**src/hw/rtl/pra_pkg.sv**
```systemverilog
// shared constants, beat types and ring index helper for the page range allocator
package pra_pkg;

  localparam int unsigned PAGE_BITS  = 12;
  localparam int unsigned MAX_RANGES = 16;

  localparam int unsigned PG_W  = 32 - PAGE_BITS;
  localparam int unsigned IDX_W = (MAX_RANGES > 1) ? $clog2(MAX_RANGES) : 1;
  localparam int unsigned CNT_W = $clog2(MAX_RANGES + 1);
  localparam int unsigned ENT_W = 2 * PG_W;

  localparam logic [1:0] OP_ALLOC = 2'd0;
  localparam logic [1:0] OP_FREE  = 2'd1;
  localparam logic [1:0] OP_RAISE = 2'd2;

  localparam logic STATUS_OK      = 1'b0;
  localparam logic STATUS_DROPPED = 1'b1;

  typedef struct packed {
    logic [1:0]  operation;
    logic [31:0] address;
    logic [31:0] length_bytes;
  } req_t;

  typedef struct packed {
    logic [31:0] granted_address;
    logic        status;
  } rsp_t;

  // one ring entry, both fields in pages
  typedef struct packed {
    logic [PG_W-1:0] start;
    logic [PG_W-1:0] size;
  } ring_entry_t;

  // (head + off) modulo the ring depth, off never above the depth
  function automatic logic [IDX_W-1:0] ring_slot(input logic [IDX_W-1:0] head,
                                                 input logic [CNT_W-1:0] off);
    logic [CNT_W:0] sum;
    sum = (CNT_W + 1)'(head) + (CNT_W + 1)'(off);
    if (sum >= (CNT_W + 1)'(MAX_RANGES)) begin
      sum = sum - (CNT_W + 1)'(MAX_RANGES);
    end
    return sum[IDX_W-1:0];
  endfunction

endpackage

```
**src/hw/rtl/pra_ram.sv**
```systemverilog
// generic single write port ram with registered read
module pra_ram #(
  parameter int unsigned WIDTH = 8,
  parameter int unsigned DEPTH = 16
) (
  input  logic                     clk_i,
  input  logic                     we_i,
  input  logic [$clog2(DEPTH)-1:0] waddr_i,
  input  logic [WIDTH-1:0]         wdata_i,
  input  logic [$clog2(DEPTH)-1:0] raddr_i,
  output logic [WIDTH-1:0]         rdata_o
);

  logic [WIDTH-1:0] mem_q [DEPTH];
  logic [WIDTH-1:0] rdata_q;

  always_ff @(posedge clk_i) begin
    if (we_i) begin
      mem_q[waddr_i] <= wdata_i;
    end
    rdata_q <= mem_q[raddr_i];
  end

  assign rdata_o = rdata_q;

endmodule

```
**src/hw/rtl/page_range_allocator.sv**
```systemverilog
// page range allocator: free range ring with first fit scan and bump pointer
//
// usage
// - command beat on req_i is taken at a clock edge with start_i high and busy_o low;
//   busy_o then stays high until the result is out
// - every command gives exactly one result beat on rsp_o, shown for one cycle with
//   done_o high; the receiver cannot stall it, so it must take it in that cycle
// - allocate rounds the length up to a page, scans the ring from its head rotating
//   misses to the tail, carves the first range that fits, else bumps the top pointer
// - free merges into the first neighbor found below or above, else appends; a full
//   ring drops the range and reports status 1
// - raise lifts the top pointer to the page-rounded bound when the bound lies above it
// sequence
// - one shared add/subtract unit, one ring entry read per cycle from a registered ram
// - allocate/free scan the ring, then end in the update state on a fit or merge, in the
//   top state when an allocate falls through, or in the scan on a free append; raise: top state
// - done_o rises as busy_o falls; a new command can be taken while done_o is high
// reset
// - asynchronous, active low: ring empty, head and top pointer zero; the ring ram
//   itself is not cleared, only entries below the fill count are ever used
module page_range_allocator
  import pra_pkg::*;
(
  input  logic clk_i,
  input  logic rst_ni,
  input  logic start_i,
  output logic busy_o,
  input  req_t req_i,
  output logic done_o,
  output rsp_t rsp_o
);

  localparam logic [1:0] S_IDLE = 2'd0;
  localparam logic [1:0] S_SCAN = 2'd1;
  localparam logic [1:0] S_UPD  = 2'd2;
  localparam logic [1:0] S_TOP  = 2'd3;

  // control state
  logic [1:0]       state_q, state_d;
  logic [IDX_W-1:0] head_q, head_d;
  logic [CNT_W-1:0] count_q, count_d;
  logic [PG_W-1:0]  top_q, top_d;
  logic [CNT_W-1:0] visit_q, visit_d;
  logic             done_q, done_d;

  // per command payload
  logic [1:0]       op_q, op_d;
  logic [PG_W-1:0]  a_q, a_d;          // freed start, pages
  logic [PG_W-1:0]  s_q, s_d;          // freed size, pages
  logic [PG_W-1:0]  sum_q, sum_d;      // need, bound, or end of freed range
  ring_entry_t      ent_q, ent_d;
  logic [PG_W-1:0]  diff_q, diff_d;
  logic             merge_hi_q, merge_hi_d;
  logic [IDX_W-1:0] wslot_q, wslot_d;
  rsp_t             rsp_q, rsp_d;

  // ring ram
  logic             ram_we;
  logic [IDX_W-1:0] ram_waddr;
  ring_entry_t      ram_wdata;
  logic [IDX_W-1:0] ram_raddr;
  logic [ENT_W-1:0] ram_rdata;
  ring_entry_t      rd_ent;

  // shared adder / subtractor
  logic [PG_W-1:0] unit_a, unit_b;
  logic            unit_sub, unit_cin;
  logic [PG_W:0]   unit_res;
  logic            unit_co;
  logic [PG_W-1:0] unit_sum;

  logic             accept;
  logic [IDX_W-1:0] head_next;
  logic [IDX_W-1:0] tail_slot;
  logic             scan_end;

  assign accept    = start_i && (state_q == S_IDLE);
  assign rd_ent    = ring_entry_t'(ram_rdata);
  assign head_next = ring_slot(head_q, CNT_W'(1));
  assign tail_slot = ring_slot(head_q, count_q);
  assign scan_end  = (visit_q == count_q);

  // entry at the head is read ahead: head while idle, next head while scanning
  assign ram_raddr = (state_q == S_IDLE) ? head_q : head_next;

  pra_ram #(
    .WIDTH (ENT_W),
    .DEPTH (MAX_RANGES)
  ) u_ring (
    .clk_i   (clk_i),
    .we_i    (ram_we),
    .waddr_i (ram_waddr),
    .wdata_i (ENT_W'(ram_wdata)),
    .raddr_i (ram_raddr),
    .rdata_o (ram_rdata)
  );

  // operand select for the shared unit
  always_comb begin
    unit_a   = '0;
    unit_b   = '0;
    unit_sub = 1'b0;
    unit_cin = 1'b0;
    case (state_q)
      S_IDLE: begin
        if (req_i.operation == OP_FREE) begin
          unit_a = req_i.address[31:PAGE_BITS];
          unit_b = req_i.length_bytes[31:PAGE_BITS];
        end else if (req_i.operation == OP_ALLOC) begin
          unit_a   = req_i.length_bytes[31:PAGE_BITS];
          unit_cin = |req_i.length_bytes[PAGE_BITS-1:0];
        end else begin
          unit_a   = req_i.address[31:PAGE_BITS];
          unit_cin = |req_i.address[PAGE_BITS-1:0];
        end
      end
      S_SCAN: begin
        if (op_q == OP_ALLOC) begin
          unit_a   = rd_ent.size;
          unit_b   = sum_q;
          unit_sub = 1'b1;
        end else begin
          unit_a = rd_ent.start;
          unit_b = rd_ent.size;
        end
      end
      S_UPD: begin
        if (op_q == OP_ALLOC) begin
          unit_a = ent_q.start;
          unit_b = sum_q;
        end else begin
          unit_a = ent_q.size;
          unit_b = s_q;
        end
      end
      S_TOP: begin
        unit_a   = top_q;
        unit_b   = sum_q;
        unit_sub = (op_q == OP_RAISE);
      end
      default: begin
        unit_a = '0;
      end
    endcase
  end

  assign unit_res = {1'b0, unit_a} + {1'b0, (unit_sub ? ~unit_b : unit_b)}
                  + (PG_W + 1)'(unit_sub | unit_cin);
  assign unit_co  = unit_res[PG_W];
  assign unit_sum = unit_res[PG_W-1:0];

  // sequencer
  always_comb begin
    state_d    = state_q;
    head_d     = head_q;
    count_d    = count_q;
    top_d      = top_q;
    visit_d    = visit_q;
    done_d     = 1'b0;
    op_d       = op_q;
    a_d        = a_q;
    s_d        = s_q;
    sum_d      = sum_q;
    ent_d      = ent_q;
    diff_d     = diff_q;
    merge_hi_d = merge_hi_q;
    wslot_d    = wslot_q;
    rsp_d      = rsp_q;
    ram_we     = 1'b0;
    ram_waddr  = tail_slot;
    ram_wdata  = rd_ent;

    case (state_q)
      S_IDLE: begin
        if (accept) begin
          op_d    = req_i.operation;
          a_d     = req_i.address[31:PAGE_BITS];
          s_d     = req_i.length_bytes[31:PAGE_BITS];
          sum_d   = unit_sum;
          visit_d = '0;
          if (req_i.operation inside {OP_ALLOC, OP_FREE}) begin
            state_d = S_SCAN;
          end else begin
            state_d = S_TOP;
          end
        end
      end

      S_SCAN: begin
        if (scan_end) begin
          if (op_q == OP_ALLOC) begin
            state_d = S_TOP;
          end else begin
            // no neighbor: append, or drop when the ring is full
            state_d = S_IDLE;
            done_d  = 1'b1;
            rsp_d   = '{granted_address: '0, status: STATUS_OK};
            if (count_q >= CNT_W'(MAX_RANGES)) begin
              rsp_d.status = STATUS_DROPPED;
            end else begin
              ram_we    = 1'b1;
              ram_wdata = '{start: a_q, size: s_q};
              count_d   = count_q + CNT_W'(1);
            end
          end
        end else if (op_q == OP_ALLOC && unit_co) begin
          // first fit at the head
          ent_d   = rd_ent;
          diff_d  = unit_sum;
          state_d = S_UPD;
        end else begin
          // rotate head entry to the tail
          ram_we  = 1'b1;
          head_d  = head_next;
          visit_d = visit_q + CNT_W'(1);
          wslot_d = tail_slot;
          if (op_q == OP_FREE) begin
            if (unit_sum == a_q) begin
              ent_d      = rd_ent;
              merge_hi_d = 1'b0;
              state_d    = S_UPD;
            end else if (sum_q == rd_ent.start) begin
              ent_d      = rd_ent;
              merge_hi_d = 1'b1;
              state_d    = S_UPD;
            end
          end
        end
      end

      S_UPD: begin
        ram_we  = 1'b1;
        state_d = S_IDLE;
        done_d  = 1'b1;
        if (op_q == OP_ALLOC) begin
          ram_waddr = head_q;
          ram_wdata = '{start: unit_sum, size: diff_q};
          rsp_d     = '{granted_address: {ent_q.start, {PAGE_BITS{1'b0}}},
                        status: STATUS_OK};
          if (diff_q == '0) begin
            head_d  = head_next;
            count_d = count_q - CNT_W'(1);
          end
        end else begin
          ram_waddr = wslot_q;
          ram_wdata = '{start: (merge_hi_q ? a_q : ent_q.start), size: unit_sum};
          rsp_d     = '{granted_address: '0, status: STATUS_OK};
        end
      end

      S_TOP: begin
        state_d = S_IDLE;
        done_d  = 1'b1;
        rsp_d   = '{granted_address: '0, status: STATUS_OK};
        case (op_q)
          OP_ALLOC: begin
            top_d                 = unit_sum;
            rsp_d.granted_address = {top_q, {PAGE_BITS{1'b0}}};
          end
          OP_RAISE: begin
            // borrow means bound above top
            if (!unit_co) begin
              top_d = sum_q;
            end
          end
          default: begin
            top_d = top_q;
          end
        endcase
      end

      default: begin
        state_d = S_IDLE;
      end
    endcase
  end

  always_ff @(posedge clk_i or negedge rst_ni) begin
    if (!rst_ni) begin
      state_q <= S_IDLE;
      head_q  <= '0;
      count_q <= '0;
      top_q   <= '0;
      visit_q <= '0;
      done_q  <= 1'b0;
    end else begin
      state_q <= state_d;
      head_q  <= head_d;
      count_q <= count_d;
      top_q   <= top_d;
      visit_q <= visit_d;
      done_q  <= done_d;
    end
  end

  always_ff @(posedge clk_i) begin
    op_q       <= op_d;
    a_q        <= a_d;
    s_q        <= s_d;
    sum_q      <= sum_d;
    ent_q      <= ent_d;
    diff_q     <= diff_d;
    merge_hi_q <= merge_hi_d;
    wslot_q    <= wslot_d;
    rsp_q      <= rsp_d;
  end

  assign busy_o = (state_q != S_IDLE);
  assign done_o = done_q;
  assign rsp_o  = rsp_q;

  // fill count never passes the ring depth
  a_count_bound: assert property (@(posedge clk_i) disable iff (!rst_ni)
    count_q <= CNT_W'(MAX_RANGES))
    else $error("ring fill count above depth");

  // head stays inside the ring
  a_head_bound: assert property (@(posedge clk_i) disable iff (!rst_ni)
    CNT_W'(head_q) < CNT_W'(MAX_RANGES))
    else $error("ring head out of range");

  // a taken command always goes busy
  a_accept_busy: assert property (@(posedge clk_i) disable iff (!rst_ni)
    start_i && !busy_o |=> busy_o)
    else $error("accepted command did not start");

  // result beat only once the block has gone idle
  a_done_idle: assert property (@(posedge clk_i) disable iff (!rst_ni)
    done_o |-> !busy_o && $past(busy_o))
    else $error("result beat without a finished command");

  // a dropped free only happens with a full ring
  a_drop_full: assert property (@(posedge clk_i) disable iff (!rst_ni)
    done_o && rsp_o.status |-> count_q == CNT_W'(MAX_RANGES))
    else $error("free dropped while ring had room");

  // scan never visits more entries than the ring holds
  a_visit_bound: assert property (@(posedge clk_i) disable iff (!rst_ni)
    state_q == S_SCAN |-> visit_q <= count_q)
    else $error("scan ran past ring fill");

endmodule
```
**config.mk**
```make
export PLATFORM = sky130hd
export DESIGN_NAME = page_range_allocator
export DESIGN_NICKNAME = d
export VERILOG_FILES = /design/src/hw/rtl/pra_pkg.sv /design/src/hw/rtl/pra_ram.sv /design/src/hw/rtl/page_range_allocator.sv
export SDC_FILE = /design/constraint.sdc
export NUM_CORES = 1
export LEC_CHECK = 0
export ABC_AREA = 1
export BUFFER_PORTS_ARGS = -buffer_cell sky130_fd_sc_hd__buf_4
export CAP_MARGIN = 15
export CELL_PAD_IN_SITES_DETAIL_PLACEMENT = 1
export CELL_PAD_IN_SITES_GLOBAL_PLACEMENT = 1
export CORE_UTILIZATION = 46
export DETAILED_ROUTE_END_ITERATION = 8
export GPL_TIMING_DRIVEN = 0
export PLACE_DENSITY_LB_ADDON = 0.1
export SLEW_MARGIN = 5
export SYNTH_ARGS = -nofsm -noshare
export SYNTH_HDL_FRONTEND = slang
export SYNTH_SLANG_ARGS = --single-unit
```
**constraint.sdc**
```tcl
create_clock -name clk_i -period 6.52 [get_ports clk_i]
set_clock_uncertainty 0.15 [all_clocks]
set_input_delay 1.304 -clock clk_i [delete_from_list [all_inputs] [get_ports clk_i]]
set_output_delay 1.304 -clock clk_i [all_outputs]
set_load 0.005 [all_outputs]
```
==> flow_summary.toml, run 1 <==
[status]
run_status = "completed"

[detailed_routing]
drt-initial-drc-count = 3533
routed_via_density = 6.444
dr.pass1.iters = 5
wl_per_cell_um = 35.44
postRouteAntennaNets = 0
vias = 31140
drc = 0
wl_um = 171200

[floorplanning]
die_area_sq_um = 83960
die_h_um = 289.8
chipWidth_um = 289.8
start_util = 0.4647
io_pins = 104
core_area_sq_um = 81980
std_cell_rows = 105

[clock_network]
cts_buffer_depth = 3
cts.htree.levels = 3
clk_latency_ns = 0.70
cts_root_buf = "clkbuf_16"
cts_buffers = 93
clk_pin_slew_ns = 0.06
cts_sinks = 865
cts_tree = "yes"
cts-hold-fix-buffers = 0

[setup_path]
worstPathMaxFanout = 16
cp_top_family = "buffers and inverters"
crit_path_frequent_cell = "inv_1"
path_buf_inv = 5
cp-start-kind = "flip-flop"
crit_arrival_ns = 6.56
cp.required_ns = 6.67
slowest_delay_ns = 0.73
cp_cell_sequence = "inv_1 > ha_1 > inv_1 > buf_2 > buf_1 > o21ai_0 > fa_1 > fa_1 > nand2_1 > nand2_1 > nand3_1 > nand2_2 > xnor2_1 > o2111ai_1 > o21ai_0 > inv_1"
cpMaxStageDelayCell = "xnor2_1"
critPathCaptureType = "flip-flop"
path_class = "flip-flop to flip-flop"

[yosys]
ys.flop_type = "edfxtp_1"
ys_seq_area_frac = 0.6665
avgSynthCellArea_sq_um = 11.21
synth_edf_count = 788
yosysMostFrequentCell = "edfxtp_1"
synth.area.top_cells = "edfxtp_1 62%, o21ai_0 5.7%, nand2_1 4.8%"
synth_cell_types = 59
syn_area_sq_um = 38090
synth_top_cell_area_share = 0.6212
yosysWarningCount = 0
synth.top_cells.by_count = "788 x edfxtp_1, 491 x nand2_1, 447 x nor2_1"
ys_ff_latch = 865
async_reset_ff_frac = 0.04277
yosysTopAreaCell = "edfxtp_1"
netlist_instances = 3399

[placement]
gp_congestion = 1.018
io_buffers = 91
hpwl_um = 123500
place_ws_ns = -1.887

[run]
maxCapViolCount = 0

[sta]
hold_viol = 0
fin_crit_ns = 6.407
finalCritPeriodShare = 0.9826
max_slew_margin = 0.2251
whs_ns = 0.2897
setup_viol = 0
clock.fmax_mhz = 156.1
worstMarginPinSlew_ns = 1.155
fin_ws_ns = 0.1132
report.final.slew_viol_count = 0
rsz0062_at_grt = "true"

[final_layout]
nets = 3792
drive_above_1_share = 0.1184
area_delta_synth_final_pct = 18.00

[grt]
grt_pass1_vias = 31320
grt_max_degree = 59
antenna_found_initial = 2
grt_usage = 0.4067
overflow = 0
grt_first_pass_wirelength_um = 235900

[worst_hold_path]
min_path_type = "flip-flop to flip-flop"
-- cell type report --
class | count | area [sq um]
flip-flops and latches | 865 | 25390
fillers | 8613 | 37030
clock inverters | 43 | 481.7
plain buffers | 214 | 918.4
multi-input cells | 2109 | 11410
well taps | 1070 | 1339
clock buffers | 123 | 2521
diodes | 3 | 7.507
inverters | 221 | 845.8
repair buffers | 184 | 2032
-- per-stage QoR --
stage	TNS [ns]	utilization	cell area (sq um)	std cells
finish	0	0.5483	44950	4832
global route	-1.536	0.5482	44940	4829
CTS	0	0.5453	44710	4807
detailed placement	-1275.28	0.5048	41390	4628
global placement	-3450.79	0.4898	40160	4571
floorplan	-71.25	-	38130	3410
-- worst reg2reg max path, stage by stage, from the launching register on --
cell and delay (ns):
dfrtp_1 0.42, inv_1 0.10, ha_1 0.28, inv_1 0.10
buf_2 0.34, buf_1 0.59, o21ai_0 0.46, fa_1 0.59
fa_1 0.55, nand2_1 0.13, nand2_1 0.08, nand3_1 0.11
nand2_2 0.12, xnor2_1 0.73, o2111ai_1 0.37, o21ai_0 0.41
inv_1 0.48
-- routing by layer --
metal | part of all wire | GRT usage | vias to the layer above
met5 | 0.000076 | 0 | -
met4 | 0.082 | 0.2870 | 2
met3 | 0.084 | 0.07237 | 542
met2 | 0.47 | 0.6688 | 1936
met1 | 0.36 | 0.4849 | 15770
li1 | - | - | 12890
-- final timing paths --
check                                        start                  to  slack [ns]  cells after the start
worst min register to register  u_ring.rdata_o[16]           ent_q[16]        0.29                      0
worst max register to register          state_q[0]  u_ring.mem_q[1][8]        0.11                     16
worst min-delay path            u_ring.rdata_o[16]           ent_q[16]        0.29                      0
max in group asynchronous                   rst_ni            top_q[6]        5.37                      1
min in group asynchronous                   rst_ni           top_q[13]        0.46                      1
worst max-delay path                    state_q[0]  u_ring.mem_q[1][8]        0.11                     16
-- cell usage in the layout (no fill, tap or decap), drive strengths merged, types with 20 or more instances in the layout --
master and count:
xor2 50, edfxtp 788, inv 219, o211ai 68
clkbuf 299, o2111ai 20, dfxtp 40, clkinv 33
a31oi 26, o21ai 439, o221ai 114, nand3 110
nor2 451, a21oi 93, buf 221, o22ai 70
nand2 499, ha 31, dfrtp 37
-- kinds of logic (layout without fill, tap and decap cells) --
| group | count (synthesis) | after routing | share of synthesized area |
|---|---|---|---|
| other | 1 | 15 | 0.00009844 |
| adder cells (fa/ha/maj) | 35 | 35 | 0.01228 |
| multiplexers | 2 | 2 | 0.0005912 |
| XOR/XNOR | 62 | 62 | 0.01445 |
| buffers and inverters | 436 | 785 | 0.04470 |
| flip-flops | 865 | 865 | 0.6665 |
| AND/OR/NAND/NOR | 1109 | 1109 | 0.1173 |
| AO/OA/AOI/OAI | 889 | 889 | 0.1441 |
-- state kept, by name, summed over array words and instances, names as in the netlist --
name            count
a_q                20
count_q             5
diff_q             20
done_o              1
ent_q              40
head_q              4
merge_hi_q          1
op_q                2
rsp_o              21
s_q                20
state_q             2
sum_q              20
top_q              20
u_ring.mem_q      640
u_ring.rdata_o     40
visit_q             5
wslot_q             4
-- what timing repair did --
item,in CTS,in global routing
resized for setup,45,34
setup buffers,13,19
setup endpoints to repair,1262,569
gates cloned,0,0
pin swaps,7,7
Power of run 1 is left out: the tool's default activity adds up to more than one toggle a clock period on the data nets, which glitch-free logic cannot reach.
==> inputs of run 2 (changes only) <==
--- a/config.mk
+++ b/config.mk
@@ -11,9 +11,11 @@
 export CELL_PAD_IN_SITES_DETAIL_PLACEMENT = 1
 export CELL_PAD_IN_SITES_GLOBAL_PLACEMENT = 1
 export CORE_UTILIZATION = 46
+export CTS_BUF_LIST = sky130_fd_sc_hd__clkbuf_16
 export DETAILED_ROUTE_END_ITERATION = 8
 export GPL_TIMING_DRIVEN = 0
 export PLACE_DENSITY_LB_ADDON = 0.1
+export RECOVER_POWER = 25
 export SLEW_MARGIN = 5
 export SYNTH_ARGS = -nofsm -noshare
 export SYNTH_HDL_FRONTEND = slang
==> run 2 against run 1 <==
The run now ends with max-capacitance violations, max-slew violations left. Final cell count barely moved. Global-route usage about the same. Design area fell by 0.82%. Count of clock-buffer cells in the layout fell by 29. Die area did not move. Sequential cell count unchanged. Via count about the same. Critical path depth up 2. Utilization fell by 0.45 points. Critical path type is now primary input to flip-flop. Critical endpoint unchanged.
==> flow_summary.toml, run 2 (synthesized netlist as in run 1, its figures left out) <==
[grt]
grt_first_pass_wirelength_um = 236000
antenna_found_initial = 3
grt_pass1_vias = 31260
grt_usage = 0.4071
overflow = 0
grt_max_degree = 59

[sta]
fin_crit_ns = 6.401
setup_viol = 0
worstMarginPinSlew_ns = 3.948
rsz0062_at_grt = "false"
report.final.slew_viol_count = 97
clock.fmax_mhz = 156.2
finalCritPeriodShare = 0.9818
hold_viol = 0
max_slew_margin = -1.632

[clock_network]
clk_pin_slew_ns = 0.07
cts_root_buf = "clkbuf_16"
cts_buffer_depth = 3
cts_tree = "yes"
cts.htree.levels = 3
clk_latency_ns = 0.70
cts_sinks = 865
cts_buffers = 93

[detailed_routing]
drt-initial-drc-count = 3446
wl_um = 171100
wl_per_cell_um = 35.44
routed_via_density = 6.444
drc = 0
postRouteAntennaNets = 0
vias = 31110
dr.pass1.iters = 6

[setup_path]
ff2ff_setup_slack_ns = 0.13
path_buf_inv = 5
crit_path_frequent_cell = "nand2_1"
cp_top_family = "buffers and inverters"
slowest_delay_ns = 0.76
cp_cell_sequence = "buf_4 > nor2_2 > clkinv_1 > clkbuf_1 > nand2_1 > nand3_1 > o21ai_1 > inv_1 > fa_1 > fa_2 > nand2_1 > nand2_1 > nand3_1 > nand2_2 > xnor2_1 > o2111ai_1 > o21ai_0 > inv_1"
cp.required_ns = 6.68
critPathCaptureType = "flip-flop"
worstPathMaxFanout = 16
worst_r2r_path_depth = 19
crit_cells = 18
worstSetupStartpoint = "req_i[64]"
r2r_start = "state_q[1]"
crit_arrival_ns = 6.56
cp-start-kind = "primary input"
crit_path_end = "u_ring.mem_q[1][8]"
path_class = "primary input to flip-flop"
reg2reg_to = "u_ring.mem_q[1][8]"
cpMaxStageDelayCell = "xnor2_1"

[floorplanning]
io_pins = 104
std_cell_rows = 105
start_util = 0.4647
die_h_um = 289.8
die_area_sq_um = 83960
core_area_sq_um = 81980
chipWidth_um = 289.8

[run]
maxCapViolCount = 2

[status]
failed_checks = "max-capacitance violations, max-slew violations"
run_status = "complete, but fails checks"

[worst_hold_path]
min_path_type = "flip-flop to flip-flop"
min_from = "u_ring.rdata_o[16]"

[final_layout]
drive_above_1_share = 0.1006
utilization = 0.5438
final_common_cell = "edfxtp_1"
largest_reg_flops = 640
area_delta_synth_final_pct = 17.02
regMostFlops = "u_ring.mem_q"
nets = 3789
layout_common_cells = "788 x edfxtp_1, 488 x nand2_1, 431 x o21ai_0, 425 x nor2_1, 234 x inv_1"

[placement]
gp_congestion = 1.018
io_buffers = 91
hpwl_um = 123500
run 2: cell type report:
| type | instances | area [sq um] |
|---|---|---|
| Multi-Input combinational cell | 2109 | 11390 |
| Clock buffer | 94 | 2352 |
| Fill cell | 8653 | 37400 |
| Clock inverter | 72 | 590.6 |
| Tap cell | 1070 | 1339 |
| Antenna cell | 2 | 5.005 |
| Inverter | 221 | 838.3 |
| Timing Repair Buffer | 180 | 1753 |
| Sequential cell | 865 | 25390 |
| Buffer | 215 | 923.4 |
run 2: worst min-delay path by stage:
| stage | to | slack, ns | cells past startpoint |
|---|---|---|---|
| finish | ent_q[16] | 0.30 | 0 |
| global route | ent_q[16] | 0.31 | 0 |
| CTS | ent_q[16] | 0.29 | 0 |
| detailed placement | ent_q[16] | 0.27 | 0 |
| global placement | ent_q[16] | 0.27 | 0 |
| floorplan | ent_q[16] | 0.26 | 0 |
run 2: metrics by stage:
stage	TNS (ns)	std cells	hold WS [ns]	setup slack (ns)	cell area (sq um)
3_5_place_dp	-1275.28	4628	0.2732	-1.887	41390
2_1_floorplan	-71.25	3410	0.2582	-0.1648	38130
6_report	0	4828	0.2956	0.1186	44580
5_1_grt	0	4826	0.3088	0.01893	44570
3_3_place_gp	-3450.79	4571	0.2714	-4.834	40160
4_1_cts	0	4807	0.2898	0.01019	44650
run 2: what timing repair did:
item | CTS | global route
setup buffers | 13 | 15
gates resized for setup | 46 | 28
hold endpoints to repair | 0 | 0
pin swaps | 7 | 7
hold buffers | 0 | 0
endpoints found under the setup margin | 1262 | 725
run 2: metal layers:
layer | global-route usage | vias to the layer above | routed length (um)
met5 | 0 | - | 13
li1 | - | 12880 | -
met2 | 0.6700 | 1986 | 81110
met3 | 0.06774 | 541 | 14040
met4 | 0.2884 | 2 | 14120
met1 | 0.4875 | 15700 | 61820
run 2: worst reg2reg max path: stages (launching register included):
cell	delay, ns
dfrtp_1	0.40
inv_1	0.09
ha_1	0.24
clkinvlp_4	0.28
nor2_2	0.14
inv_1	0.15
o21ai_4	0.16
inv_2	0.30
buf_4	0.29
o21ai_0	0.31
fa_1	0.60
fa_2	0.47
nand2_1	0.10
nand2_1	0.08
nand3_1	0.11
nand2_2	0.12
xnor2_1	0.77
o2111ai_1	0.36
o21ai_0	0.41
inv_1	0.48
Power of run 2 is left out for the same reason.
